## src/bspline_curve_point_eval_macros.svh

```systemverilog
// ----------------------------------------------------------------------------
// B-spline curve evaluator assertion macros
// Immediate-implication and next-cycle-implication checks on clk / rst_n.
// ----------------------------------------------------------------------------
`ifndef BSPLINE_CURVE_POINT_EVAL_MACROS_SVH
`define BSPLINE_CURVE_POINT_EVAL_MACROS_SVH
`ifndef SYNTHESIS
`define BCPE_ASSERT_NOW(lbl, ante, cons) \
    lbl: assert property (@(posedge clk) disable iff (!rst_n) (ante) |-> (cons)) \
        else $error("bcpe check failed");
`define BCPE_ASSERT_NEXT(lbl, ante, cons) \
    lbl: assert property (@(posedge clk) disable iff (!rst_n) (ante) |=> (cons)) \
        else $error("bcpe check failed");
`else
`define BCPE_ASSERT_NOW(lbl, ante, cons)
`define BCPE_ASSERT_NEXT(lbl, ante, cons)
`endif
`endif

```

## src/bcpe_pkg.sv

```systemverilog
// ----------------------------------------------------------------------------
// bcpe_pkg
// Shared types and constants of the B-spline curve point evaluator.
// ----------------------------------------------------------------------------
package bcpe_pkg;

    localparam int NW = 4;   // last index width
    localparam int PW = 3;   // degree width
    localparam int CW = 32;  // coordinate width
    localparam int AW = 19;  // blend weight (u - t_i), scaled by 2^16
    localparam int QW = 37;  // quotient dividend width

    localparam logic [16:0] U_ONE = 17'h10000;

    localparam logic [NW-1:0] LAST_INDEX_RESET = 4'd8;
    localparam logic [PW-1:0] DEGREE_RESET     = 3'd3;

    localparam logic [3:0] CFG_LAST_INDEX = 4'd0;
    localparam logic [3:0] CFG_DEGREE     = 4'd1;

    localparam logic MODE_LOAD = 1'b0;
    localparam logic MODE_EVAL = 1'b1;

    typedef enum logic [3:0] {
        S_IDLE,
        S_PREP,
        S_CLASS,
        S_ENDWAIT,
        S_LDRD,
        S_LDWR,
        S_WRD,
        S_MUL,
        S_SUM,
        S_DIVST,
        S_DIV,
        S_WB,
        S_FRD,
        S_FIN
    } state_t;

    typedef enum logic [1:0] {
        ST_FIRST,
        ST_LAST,
        ST_SPAN
    } st_sel_t;

    typedef enum logic [1:0] {
        RES_FAULT,
        RES_STORE,
        RES_WORK
    } res_sel_t;

    typedef struct packed {
        logic          capture;
        logic          store_wr;
        logic          prep;
        logic          st_rd;
        st_sel_t       st_sel;
        logic          wk_load;
        logic          wk_rd;
        logic          knot;
        logic          mul;
        logic          sum;
        logic          div_start;
        logic          wk_blend;
        logic          out_load;
        res_sel_t      res_sel;
        logic [PW-1:0] j;
        logic [PW-1:0] r;
    } dp_cmd_t;

    typedef struct packed {
        logic          req_mode;
        logic          fault;
        logic          u_zero;
        logic          u_one;
        logic [PW-1:0] top;
        logic          out_free;
        logic          div_done;
    } dp_status_t;

endpackage

```

## src/bcpe_ctrl.sv

```systemverilog
// ----------------------------------------------------------------------------
// bcpe_ctrl
// Sequencer for point loads and the de Boor recursion.
// ----------------------------------------------------------------------------
`include "bspline_curve_point_eval_macros.svh"

module bcpe_ctrl
    import bcpe_pkg::*;
(
    input  logic       clk,
    input  logic       rst_n,
    input  logic       req_valid,
    output logic       req_ready,
    input  dp_status_t status,
    output dp_cmd_t    cmd
);

    state_t        state_reg, state_next;
    logic [PW-1:0] j_reg, j_next;
    logic [PW-1:0] r_reg, r_next;
    res_sel_t      res_reg, res_next;

    always_ff @(posedge clk or negedge rst_n)
    begin
        if (!rst_n)
        begin
            state_reg <= S_IDLE;
            j_reg     <= '0;
            r_reg     <= '0;
            res_reg   <= RES_FAULT;
        end
        else
        begin
            state_reg <= state_next;
            j_reg     <= j_next;
            r_reg     <= r_next;
            res_reg   <= res_next;
        end
    end

    always_comb
    begin
        state_next = state_reg;
        j_next     = j_reg;
        r_next     = r_reg;
        res_next   = res_reg;
        case (state_reg)
            S_IDLE:
            begin
                if (req_valid && (status.req_mode == MODE_EVAL))
                    state_next = S_PREP;
            end
            S_PREP:
                state_next = S_CLASS;
            S_CLASS:
            begin
                if (status.fault)
                begin
                    res_next   = RES_FAULT;
                    state_next = S_FIN;
                end
                else if (status.u_zero || status.u_one)
                begin
                    res_next   = RES_STORE;
                    state_next = S_ENDWAIT;
                end
                else
                begin
                    res_next   = RES_WORK;
                    j_next     = '0;
                    state_next = S_LDRD;
                end
            end
            S_ENDWAIT:
                state_next = S_FIN;
            S_LDRD:
                state_next = S_LDWR;
            S_LDWR:
            begin
                if (j_reg == status.top)
                begin
                    if (status.top == '0)
                        state_next = S_FRD;
                    else
                    begin
                        r_next     = PW'(1);
                        state_next = S_WRD;
                    end
                end
                else
                begin
                    j_next     = j_reg + 1'b1;
                    state_next = S_LDRD;
                end
            end
            S_WRD:
                state_next = S_MUL;
            S_MUL:
                state_next = S_SUM;
            S_SUM:
                state_next = S_DIVST;
            S_DIVST:
                state_next = S_DIV;
            S_DIV:
            begin
                if (status.div_done)
                    state_next = S_WB;
            end
            S_WB:
            begin
                if (j_reg == r_reg)
                begin
                    j_next = status.top;
                    if (r_reg == status.top)
                        state_next = S_FRD;
                    else
                    begin
                        r_next     = r_reg + 1'b1;
                        state_next = S_WRD;
                    end
                end
                else
                begin
                    j_next     = j_reg - 1'b1;
                    state_next = S_WRD;
                end
            end
            S_FRD:
                state_next = S_FIN;
            S_FIN:
            begin
                if (status.out_free)
                    state_next = S_IDLE;
            end
            default:
                state_next = S_IDLE;
        endcase
    end

    always_comb
    begin
        cmd         = '0;
        cmd.st_sel  = ST_SPAN;
        cmd.res_sel = res_reg;
        cmd.j       = j_reg;
        cmd.r       = r_reg;
        req_ready   = 1'b0;
        case (state_reg)
            S_IDLE:
            begin
                req_ready    = 1'b1;
                cmd.capture  = req_valid;
                cmd.store_wr = req_valid && (status.req_mode == MODE_LOAD);
            end
            S_PREP:
                cmd.prep = 1'b1;
            S_CLASS:
            begin
                cmd.st_rd  = status.u_zero || status.u_one;
                cmd.st_sel = status.u_zero ? ST_FIRST : ST_LAST;
            end
            S_LDRD:
                cmd.st_rd = 1'b1;
            S_LDWR:
                cmd.wk_load = 1'b1;
            S_WRD:
            begin
                cmd.wk_rd = 1'b1;
                cmd.knot  = 1'b1;
            end
            S_MUL:
                cmd.mul = 1'b1;
            S_SUM:
                cmd.sum = 1'b1;
            S_DIVST:
                cmd.div_start = 1'b1;
            S_WB:
                cmd.wk_blend = 1'b1;
            S_FRD:
                cmd.wk_rd = 1'b1;
            S_FIN:
                cmd.out_load = status.out_free;
            default:
                ;
        endcase
    end

    `BCPE_ASSERT_NOW(a_load_when_free, cmd.out_load, status.out_free)
    `BCPE_ASSERT_NOW(a_blend_bounds, state_reg == S_WRD, (r_reg != '0) && (r_reg <= j_reg) && (j_reg <= status.top))
    `BCPE_ASSERT_NEXT(a_result_ends_item, cmd.out_load, state_reg == S_IDLE)
    `BCPE_ASSERT_NOW(a_wb_after_div, state_reg == S_WB, $past(status.div_done))

endmodule

```

## config.mk

```make
export PLATFORM = sky130hd
export DESIGN_NAME = bcpe_ctrl
export DESIGN_NICKNAME = d
export VERILOG_FILES = /design/src/bcpe_pkg.sv /design/src/bcpe_ctrl.sv
export VERILOG_INCLUDE_DIRS = /design/src /design/src/src
export SDC_FILE = /design/constraint.sdc
export NUM_CORES = 1
export LEC_CHECK = 0
export ABC_CLOCK_PERIOD_IN_PS = 4200
export BUFFER_PORTS_ARGS = -buffer_cell sky130_fd_sc_hd__buf_2
export CAP_MARGIN = 20
export CELL_PAD_IN_SITES_DETAIL_PLACEMENT = 1
export CELL_PAD_IN_SITES_GLOBAL_PLACEMENT = 1
export CORE_MARGIN = 10
export CORE_UTILIZATION = 40
export DETAILED_ROUTE_END_ITERATION = 8
export PLACE_DENSITY = 0.91
export SKIP_LAST_GASP = 1
export SYNTH_ARGS = -nofsm -noshare
export SYNTH_HDL_FRONTEND = slang
export SYNTH_SLANG_ARGS = --single-unit
export TNS_END_PERCENT = 5
```

## constraint.sdc

```tcl
create_clock -name clk -period 4.2 [get_ports clk]
set_input_delay 0.21 -clock clk [delete_from_list [all_inputs] [get_ports clk]]
set_output_delay 0.21 -clock clk [all_outputs]
set_load 0.005 [all_outputs]
```

==> results of run 1 <==
==> worst paths after layout <==
kind / to
max: j_reg[0]$_DFFE_PN0P_
min: res_reg[1]$_DFFE_PN0P_
max reg2reg: j_reg[0]$_DFFE_PN0P_
min reg2reg: res_reg[1]$_DFFE_PN0P_
max in group asynchronous: r_reg[2]$_DFFE_PN0P_
min in group asynchronous: res_reg[1]$_DFFE_PN0P_
==> power groups by stage <==
stage                     registers, W  clock network, W  logic [W]
after floorplan               0.000217                 0   0.000553
after CTS                     0.000345         0.0000995   0.000606
after global placement        0.000338                 0   0.000563
final                         0.000346         0.0000972   0.000603
after detailed placement      0.000348                 0   0.000598
after global routing          0.000364          0.000106   0.000686
==> final cells by class <==
class / count / area (um2) / area share
timing repair buffer: 35 / 180.2 / 0.1274
multi-input combinational: 123 / 825.8 / 0.5841
tap: 33 / 41.29 / 0.02920
sequential: 12 / 300.3 / 0.2124
inverter: 8 / 30.03 / 0.02124
clock buffer: 4 / 36.28 / 0.02566
==> layer usage <==
| metal | routed length [um] | track usage |
|---|---|---|
| met1 | 1665 | 0.1697 |
| met5 | 0 | 0 |
| met4 | 59 | 0.05567 |
| met3 | 200 | 0.03255 |
| met2 | 2005 | 0.2578 |
==> placed cells by master (no fill, tap or decap), types with 2 or more instances in the layout <==
cell type  count
buf_2         34
nor3_1        13
nand2_1       13
dfrtp_1       12
xnor2_1       11
nor2_1        10
o21ai_0        9
inv_1          7
nand3_1        7
a21oi_1        6
nor4_1         5
nand2b_1       4
a31oi_1        3
xor2_1         3
ha_1           3
clkbuf_4       3
or3_1          2
o221ai_1       2
o2bb2ai_1      2
a311oi_1       2
nor3b_1        2
o21bai_1       2
a211oi_1       2
==> per-stage QoR <==
stage                     cells    util
after floorplan             157       -
after global routing        215  0.4708
final                       215  0.4708
after global placement      210  0.4554
after detailed placement    210  0.4554
after CTS                   215  0.4708
==> cells by family after synthesis <==
kind of cell | synth area share
flip-flops | 0.2449
XOR/XNOR | 0.1000
buffers and inverters | 0.08164
AND/OR/NAND/NOR | 0.3112
multiplexers | 0.02040
adder cells (fa/ha/maj) | 0.03062
AO/OA/AOI/OAI | 0.2112
==> worst max-delay path: stages, from the launching register on <==
cell and delay [ps]:
dfrtp_1 790, nand4b_2 420, nor4_1 620, a2111oi_0 210, o2bb2ai_1 160
==> impl_metrics.env, run 1 <==
export IMPL_outcome="finished, final reports clean"
export IMPL_slew_viol_final=0
export IMPL_synth_top_cells_by_area="dfrtp_1 24%, xnor2_1 7.9%, nor3_1 5.3%"
export IMPL_whs_ps=257.8
export IMPL_clkSlewWorstSetupHoldPaths_ps=90
export IMPL_pwr_share_seq=0.331
export IMPL_netlist_area_um2=1226
export IMPL_power_leakage_nw=0.6296
export IMPL_critPathArrivalTime_ps=2480
export IMPL_synth_cell_type_count=49
export IMPL_cts_sinks=12
export IMPL_area_growth_pct=15.31
export IMPL_die_w_um=75.37
export IMPL_post_cts_resized=0
export IMPL_end_kind="flop"
export IMPL_n_fill_cell=404
export IMPL_switching_share=0.5203
export IMPL_power_w=0.001046
export IMPL_drv_cap=0
export IMPL_clk_latency_ps=280
export IMPL_grt_antenna_before_repair=0
export IMPL_dp_hpwl_um=3039
export IMPL_final_hold_violation_count=0
export IMPL_synth_async_reset_ratio=1.000
export IMPL_pre_cts_slack_ps=1965
export IMPL_cp_required_ps=4410
export IMPL_synth_edff_count=0
export IMPL_grt_overflow=0
export IMPL_worstSetupStartpoint="state_reg[3]$_DFFE_PN0P_"
export IMPL_finalNetCount=198
export IMPL_largest_register_ffs=4
export IMPL_timing_final_crit_share=0.5405
export IMPL_yosys_top_cells_count="13 x nand2_1, 13 x nor3_1, 12 x dfrtp_1"
export IMPL_die_area_um2=5680
export IMPL_postCtsHoldBufs=1
export IMPL_fmax_mhz=440.5
export IMPL_startpoint_type="flop"
export IMPL_cts_tree="built"
export IMPL_clockBufferDepth=2
export IMPL_antenna_left=0
export IMPL_internal_power_w=0.0005019
export IMPL_numCtsBuffers=3
export IMPL_p_per_area_nw_per_um2=740.1
export IMPL_antenna_cells=0
export IMPL_cts_root_buffer="clkbuf_4"
export IMPL_hold_depth=3
export IMPL_io_pins=35
export IMPL_grt_pass1_vias=1358
export IMPL_synth_top_flop_cell="dfrtp_1"
export IMPL_fp_dieH_um=75.37
export IMPL_synth_warning_count=0
export IMPL_hp_class="in2reg"
export IMPL_switching_power_w=0.0005445
export IMPL_yosysTopAreaCellShare=0.2449
export IMPL_regToRegStartpoint="state_reg[3]$_DFFE_PN0P_"
export IMPL_ff2ff_path_depth=4
export IMPL_synth_top_cell_by_area="dfrtp_1"
export IMPL_initial_core_util=0.4083
export IMPL_critical_path_class="reg2reg"
export IMPL_pwr_share_comb=0.576
export IMPL_setup_tns_ps=0
export IMPL_synth_nets=172
export IMPL_clock_skew_ps=6.529
export IMPL_cts_htree_levels=1
export IMPL_synth_seq_area_share=0.2449
export IMPL_detail_route_wl_per_cell_um=18.28
export IMPL_num_vias=1278
export IMPL_drive_gt1_frac=0.2473
export IMPL_cp_max_fo=22
export IMPL_design_area_um2=1414
export IMPL_worst_pin_slew_ps=708.9
export IMPL_grt_first_pass_wirelength_um=6534
export IMPL_grt_setup_unrepaired="no"
export IMPL_drtPass1Iterations=4
export IMPL_ir_worst_vdd_mv=0.2595
export IMPL_wirelength_um=3930
export IMPL_grt_max_degree=24
export IMPL_hold_start="status[5]"
export IMPL_synth_avg_cell_area_um2=7.810
export IMPL_core_area_um2=3003
export IMPL_layout_setup_ws_ps=1930
export IMPL_cts_setup_buffers=0
export IMPL_power_share_clock=0.093
export IMPL_setup_viol=0
export IMPL_reg2reg_setup_slack_ps=1930
export IMPL_grt_util_all_layers=0.1471
export IMPL_row_count=20
export IMPL_relSlewSlack=0.5274
export IMPL_postPlaceCellArea_um2=1368
export IMPL_gp_congestion=0.9114
export IMPL_synth_cells=157
export IMPL_drt_iter0_markers=88
export IMPL_drc=0
export IMPL_drt_vias_per_instance=5.944
export IMPL_period_needed_ps=2270
export IMPL_io_buffers=34
export IMPL_yosys_register_bits=12
No activity file was read; power rests on OpenSTA's default activity.
==> inputs of run 2 (changes only) <==
--- a/config.mk
+++ b/config.mk
@@ -6,15 +6,15 @@
 export SDC_FILE = /design/constraint.sdc
 export NUM_CORES = 1
 export LEC_CHECK = 0
-export ABC_CLOCK_PERIOD_IN_PS = 4200
+export ABC_CLOCK_PERIOD_IN_PS = 2150
 export BUFFER_PORTS_ARGS = -buffer_cell sky130_fd_sc_hd__buf_2
 export CAP_MARGIN = 20
 export CELL_PAD_IN_SITES_DETAIL_PLACEMENT = 1
 export CELL_PAD_IN_SITES_GLOBAL_PLACEMENT = 1
 export CORE_MARGIN = 10
-export CORE_UTILIZATION = 40
+export CORE_UTILIZATION = 37
 export DETAILED_ROUTE_END_ITERATION = 8
-export PLACE_DENSITY = 0.91
+export PLACE_DENSITY = 0.85
 export SKIP_LAST_GASP = 1
 export SYNTH_ARGS = -nofsm -noshare
 export SYNTH_HDL_FRONTEND = slang
==> constraint.sdc (replaced) <==
create_clock -name clk -period 2.15 [get_ports clk]
set_input_delay 0.1075 -clock clk [delete_from_list [all_inputs] [get_ports clk]]
set_output_delay 0.1075 -clock clk [all_outputs]
set_load 0.005 [all_outputs]
==> impl_metrics.env, run 2 (synthesis results as in run 1) <==
export IMPL_drc=0
export IMPL_layout_common_cells="34 x buf_2, 13 x nor3_1, 13 x nand2_1, 12 x dfrtp_1, 11 x xnor2_1"
export IMPL_cts_sinks=12
export IMPL_rr_endpoint="j_reg[0]$_DFFE_PN0P_"
export IMPL_worst_pin_slew_ps=495.7
export IMPL_num_vias=1298
export IMPL_internal_power_w=0.001049
export IMPL_post_cts_resized=0
export IMPL_grt_antenna_before_repair=0
export IMPL_initial_core_util=0.3952
export IMPL_switching_share=0.5122
export IMPL_drive_gt1_frac=0.2789
export IMPL_end_kind="flop"
export IMPL_cts_setup_buffers=0
export IMPL_grtUsageMet2=0.2349
export IMPL_ir_worst_vdd_mv=0.4319
export IMPL_detail_route_wl_per_cell_um=17.06
export IMPL_cts_htree_levels=1
export IMPL_fp_dieH_um=77.57
export IMPL_finalNetCount=206
export IMPL_grt_util_all_layers=0.1426
export IMPL_io_pins=35
export IMPL_setup_tns_ps=0
export IMPL_met3_usage=0.03226
export IMPL_cts_tree="built"
export IMPL_multi_input_area_um2=825.8
export IMPL_hold_start="status[5]"
export IMPL_core_area_um2=3103
export IMPL_row_count=20
export IMPL_critical_path_class="reg2reg"
export IMPL_use_met1=0.1733
export IMPL_setup_viol=0
export IMPL_grt_overflow=0
export IMPL_power_share_clock=0.092
export IMPL_antenna_cells=0
export IMPL_drv_cap=0
export IMPL_final_common_cell="buf_2"
export IMPL_grt_first_pass_wirelength_um=7134
export IMPL_postCtsHoldBufs=1
export IMPL_io_buffers=34
export IMPL_die_w_um=77.57
export IMPL_cts_root_buffer="clkbuf_4"
export IMPL_ff2ff_path_depth=5
export IMPL_grt_busiest_layer="met2"
export IMPL_worstSetupStartpoint="j_reg[2]$_DFFE_PN0P_"
export IMPL_fmax_mhz=523.4
export IMPL_pre_cts_slack_ps=254.0
export IMPL_n_fill_cell=421
export IMPL_outcome="finished, final reports clean"
export IMPL_design_area_um2=1488
export IMPL_clockBufferDepth=2
export IMPL_wirelength_um=3991
export IMPL_timing_final_crit_share=0.8886
export IMPL_slew_viol_final=0
export IMPL_clock_skew_ps=11.75
export IMPL_drtPass1Iterations=4
export IMPL_drt_vias_per_instance=5.547
export IMPL_startpoint_type="flop"
export IMPL_clkSlewWorstSetupHoldPaths_ps=90
export IMPL_regToRegStartpoint="j_reg[2]$_DFFE_PN0P_"
export IMPL_postPlaceCellArea_um2=1441
export IMPL_grt_max_degree=16
export IMPL_switching_power_w=0.001102
export IMPL_numCtsBuffers=3
export IMPL_dp_hpwl_um=3153
export IMPL_gp_congestion=0.8613
export IMPL_pwr_share_comb=0.653
export IMPL_seq_area_um2=300.3
export IMPL_power_leakage_nw=0.6680
export IMPL_pwr_share_seq=0.255
export IMPL_reg2reg_setup_slack_ps=240
export IMPL_antenna_left=0
export IMPL_largest_register_ffs=4
export IMPL_cp_required_ps=2310
export IMPL_layout_setup_ws_ps=239.6
export IMPL_grt_pass1_vias=1425
export IMPL_crit_path_end="j_reg[0]$_DFFE_PN0P_"
export IMPL_final_hold_violation_count=0
export IMPL_p_per_area_nw_per_um2=1446
export IMPL_drt_iter0_markers=92
export IMPL_clk_latency_ps=300
export IMPL_die_area_um2=6016
export IMPL_relSlewSlack=0.6610
export IMPL_period_needed_ps=1910
export IMPL_cp_max_fo=9
export IMPL_area_growth_pct=21.33
export IMPL_critPathArrivalTime_ps=2070
export IMPL_grt_setup_unrepaired="no"
export IMPL_hp_class="in2reg"
run 2: cell types whose count changed in the layout (fill, tap and decap cells not counted), sizes merged:
| cell | delta |
|---|---|
| buf | +8 |
run 2: critical path: stages (launching register included):
cell and delay, ps:
dfrtp_1 570, xor2_1 330, nor4_1 100, buf_4 160, a2111oi_0 510, o2bb2ai_1 110
run 2: area by class of cell:
type	instances	area share
multi-input cells	123	0.5551
flip-flops and latches	12	0.2018
repair buffers	43	0.1615
well taps	44	0.03701
clock buffers	4	0.02439
inverters	8	0.02018
run 2: routing by layer:
| layer | vias to the layer above | routed length [um] |
|---|---|---|
| li1 | 642 | - |
| met1 | 615 | 1820 |
| met2 | 32 | 1904 |
| met3 | 9 | 175 |
| met4 | 0 | 91 |
| met5 | - | 0 |
run 2: how the worst min path moves through the flow:
| stage | end | slack [ps] | cells past startpoint |
|---|---|---|---|
| detailed placement | res_reg[0]$_DFFE_PN0P_ | 10 | 1 |
| finish | res_reg[1]$_DFFE_PN0P_ | 170 | 3 |
| floorplan | j_reg[0]$_DFFE_PN0P_ | -190 | 0 |
| CTS | res_reg[1]$_DFFE_PN0P_ | 160 | 3 |
| global placement | res_reg[0]$_DFFE_PN0P_ | 0.4 | 1 |
| global route | res_reg[1]$_DFFE_PN0P_ | 200 | 3 |
run 2: stage by stage:
| step | instances | hold slack, ps | total power [W] | util |
|---|---|---|---|---|
| detailed placement | 229 | 10.84 | 0.001944 | 0.4645 |
| global route | 234 | 199.8 | 0.002374 | 0.4794 |
| global placement | 229 | 0.4036 | 0.001861 | 0.4645 |
| CTS | 234 | 164.6 | 0.002154 | 0.4794 |
| floorplan | 157 | -188.1 | 0.001505 | - |
| finish | 234 | 166.3 | 0.002151 | 0.4794 |
run 2: power groups by stage:
stage                     registers [W]  clock network [W]  logic (W)
after global placement         0.000532                  0    0.00133
final                          0.000547           0.000198    0.00141
after floorplan                0.000424                  0    0.00108
after global routing           0.000582           0.000214    0.00158
after detailed placement       0.000549                  0    0.00139
after CTS                      0.000547           0.000200    0.00141
==> inputs of run 3 (changes only) <==
==> config.mk (replaced) <==
export PLATFORM = sky130hd
export DESIGN_NAME = bcpe_ctrl
export DESIGN_NICKNAME = d
export VERILOG_FILES = /design/src/bcpe_pkg.sv /design/src/bcpe_ctrl.sv
export VERILOG_INCLUDE_DIRS = /design/src /design/src/src
export SDC_FILE = /design/constraint.sdc
export NUM_CORES = 1
export LEC_CHECK = 0
export ABC_CLOCK_PERIOD_IN_PS = 2150
export CAP_MARGIN = 20
export CELL_PAD_IN_SITES_DETAIL_PLACEMENT = 0
export CELL_PAD_IN_SITES_GLOBAL_PLACEMENT = 1
export CORE_MARGIN = 10
export CORE_UTILIZATION = 42
export DETAILED_ROUTE_END_ITERATION = 8
export DONT_BUFFER_PORTS = 1
export PLACE_DENSITY = 0.8
export SKIP_LAST_GASP = 1
export SYNTH_ARGS = -nofsm -noshare
export SYNTH_HDL_FRONTEND = slang
export SYNTH_SLANG_ARGS = --single-unit
export TNS_END_PERCENT = 100
==> impl_metrics.env, run 3 (synthesis results as in run 1) <==
export IMPL_detail_route_wl_per_cell_um=17.98
export IMPL_row_count=19
export IMPL_startpoint_type="flop"
export IMPL_setup_viol=0
export IMPL_fp_dieH_um=74.03
export IMPL_cts_htree_levels=1
export IMPL_grt_util_all_layers=0.1262
export IMPL_grt_antenna_before_repair=0
export IMPL_core_area_um2=2781
export IMPL_cp_max_fo=20
export IMPL_end_kind="primary output"
export IMPL_grt_setup_unrepaired="no"
export IMPL_critPathArrivalTime_ps=1840
export IMPL_pwr_share_comb=0.645
export IMPL_cts_root_buffer="clkbuf_4"
export IMPL_setup_tns_ps=0
export IMPL_clock_skew_ps=7.775
export IMPL_p_per_area_nw_per_um2=1479
export IMPL_antenna_left=0
export IMPL_clkSlewWorstSetupHoldPaths_ps=70
export IMPL_whs_ps=76.42
export IMPL_cts_setup_buffers=0
export IMPL_cts_tree="built"
export IMPL_io_pins=35
export IMPL_io_buffers=0
export IMPL_drtPass1Iterations=4
export IMPL_outcome="finished, final reports clean"
export IMPL_dp_hpwl_um=2656
export IMPL_grt_pass1_vias=1138
export IMPL_met3_usage=0.04122
export IMPL_cts_sinks=12
export IMPL_cp_num_buf_inv=1
export IMPL_wirelength_um=3345
export IMPL_ir_worst_vdd_mv=0.8329
export IMPL_internal_power_w=0.0009160
export IMPL_die_w_um=74.03
export IMPL_area_growth_pct=5.000
export IMPL_gp_congestion=0.8319
export IMPL_max_stage_delay_ps=480
export IMPL_cp_required_ps=2040
export IMPL_switching_share=0.5189
export IMPL_drt_vias_per_instance=6.301
export IMPL_numCtsBuffers=3
export IMPL_initial_core_util=0.4408
export IMPL_path_cells="buf_4, nor4_1, and2_1, nor2b_1"
export IMPL_switching_power_w=0.0009881
export IMPL_timing_final_crit_share=0.9057
export IMPL_critical_path_class="reg2out"
export IMPL_pre_cts_slack_ps=361.3
export IMPL_layout_setup_ws_ps=202.7
export IMPL_clk_latency_ps=280
export IMPL_pwr_share_seq=0.280
export IMPL_grtUsageMet2=0.2008
export IMPL_hp_class="in2reg"
export IMPL_critPathTopFamily="simple AND/OR/NAND/NOR gates"
export IMPL_power_leakage_nw=0.5014
export IMPL_post_cts_resized=0
export IMPL_drv_cap=0
export IMPL_grt_max_degree=21
export IMPL_largest_register_ffs=4
export IMPL_slew_viol_final=0
export IMPL_antenna_cells=0
export IMPL_grt_first_pass_wirelength_um=5547
export IMPL_period_needed_ps=1947
export IMPL_cp_slowest_cell="nor4_1"
export IMPL_placedCellCount=182
export IMPL_drt_iter0_markers=73
export IMPL_final_hold_violation_count=0
export IMPL_finalNetCount=172
export IMPL_grt_overflow=0
export IMPL_grt_busiest_layer="met2"
export IMPL_die_area_um2=5480
export IMPL_num_vias=1172
export IMPL_relSlewSlack=0.6028
export IMPL_power_share_clock=0.076
export IMPL_layout_common_cells="13 x nor3_1, 13 x nand2_1, 12 x dfrtp_1, 11 x xnor2_1, 10 x nor2_1"
export IMPL_instances_no_fill=186
export IMPL_drc=0
export IMPL_drive_gt1_frac=0.1161
export IMPL_worst_pin_slew_ps=593.8
export IMPL_use_met1=0.1490
export IMPL_fmax_mhz=513.5
export IMPL_power_w=0.001904
export IMPL_clockBufferDepth=2
## run 3: changes by cell type in the layout (fill, tap and decap cells not counted), sizes merged
| cell | before | now |
|---|---|---|
| buf | 42 | 8 |
| clkbuf | 4 | 3 |
## run 3: path summary, 6_finish.rpt
| path | slack, ps | endpoint | start | depth (start not counted) |
|---|---|---|---|---|
| setup reg to reg | 340 | j_reg[1]$_DFFE_PN0P_ | state_reg[3]$_DFFE_PN0P_ | 5 |
| max in group asynchronous | 1490 | res_reg[1]$_DFFE_PN0P_ | rst_n | 1 |
| setup / recovery | 200 | cmd[20] | state_reg[0]$_DFFE_PN0P_ | 4 |
| hold / removal | 80 | j_reg[0]$_DFFE_PN0P_ | status[2] | 2 |
| hold reg to reg | 510 | res_reg[1]$_DFFE_PN0P_ | res_reg[1]$_DFFE_PN0P_ | 2 |
| min in group asynchronous | 260 | j_reg[2]$_DFFE_PN0P_ | rst_n | 1 |
## run 3: power by group through the flow
stage	Clock [W]	Combinational (W)	Sequential, W
CTS	0.000147	0.00124	0.000541
finish	0.000144	0.00123	0.000533
global placement	0	0.00121	0.000537
global route	0.000159	0.00140	0.000564
detailed placement	0	0.00123	0.000546
floorplan	0	0.00108	0.000424
## run 3: stage by stage
| stage | util | cell area (um2) |
|---|---|---|
| 3_3_place_gp | 0.4512 | 1255 |
| 4_1_cts | 0.4629 | 1287 |
| 5_1_grt | 0.4629 | 1287 |
| 6_report | 0.4629 | 1287 |
| 2_1_floorplan | - | 1226 |
| 3_5_place_dp | 0.4512 | 1255 |
## run 3: cell type report
cell class                 instances  area, um2
clock buffer                       3      22.52
fill                             281       1494
multi-input combinational        123      825.8
inverter                           8      30.03
timing repair buffer               9      70.07
sequential                        12      300.3
tap                               31      38.79
## run 3: layer usage
layer	wire (um)	vias up
met1	1371	550
met3	257	11
li1	-	572
met4	100	0
met2	1615	39
met5	0	-
## run 3: repair_timing
| action | 4_1_cts | 5_1_grt |
|---|---|---|
| hold buffers | 1 | 0 |
| endpoints found under the setup margin | 0 | 0 |
| endpoints found under the hold margin | 12 | 0 |
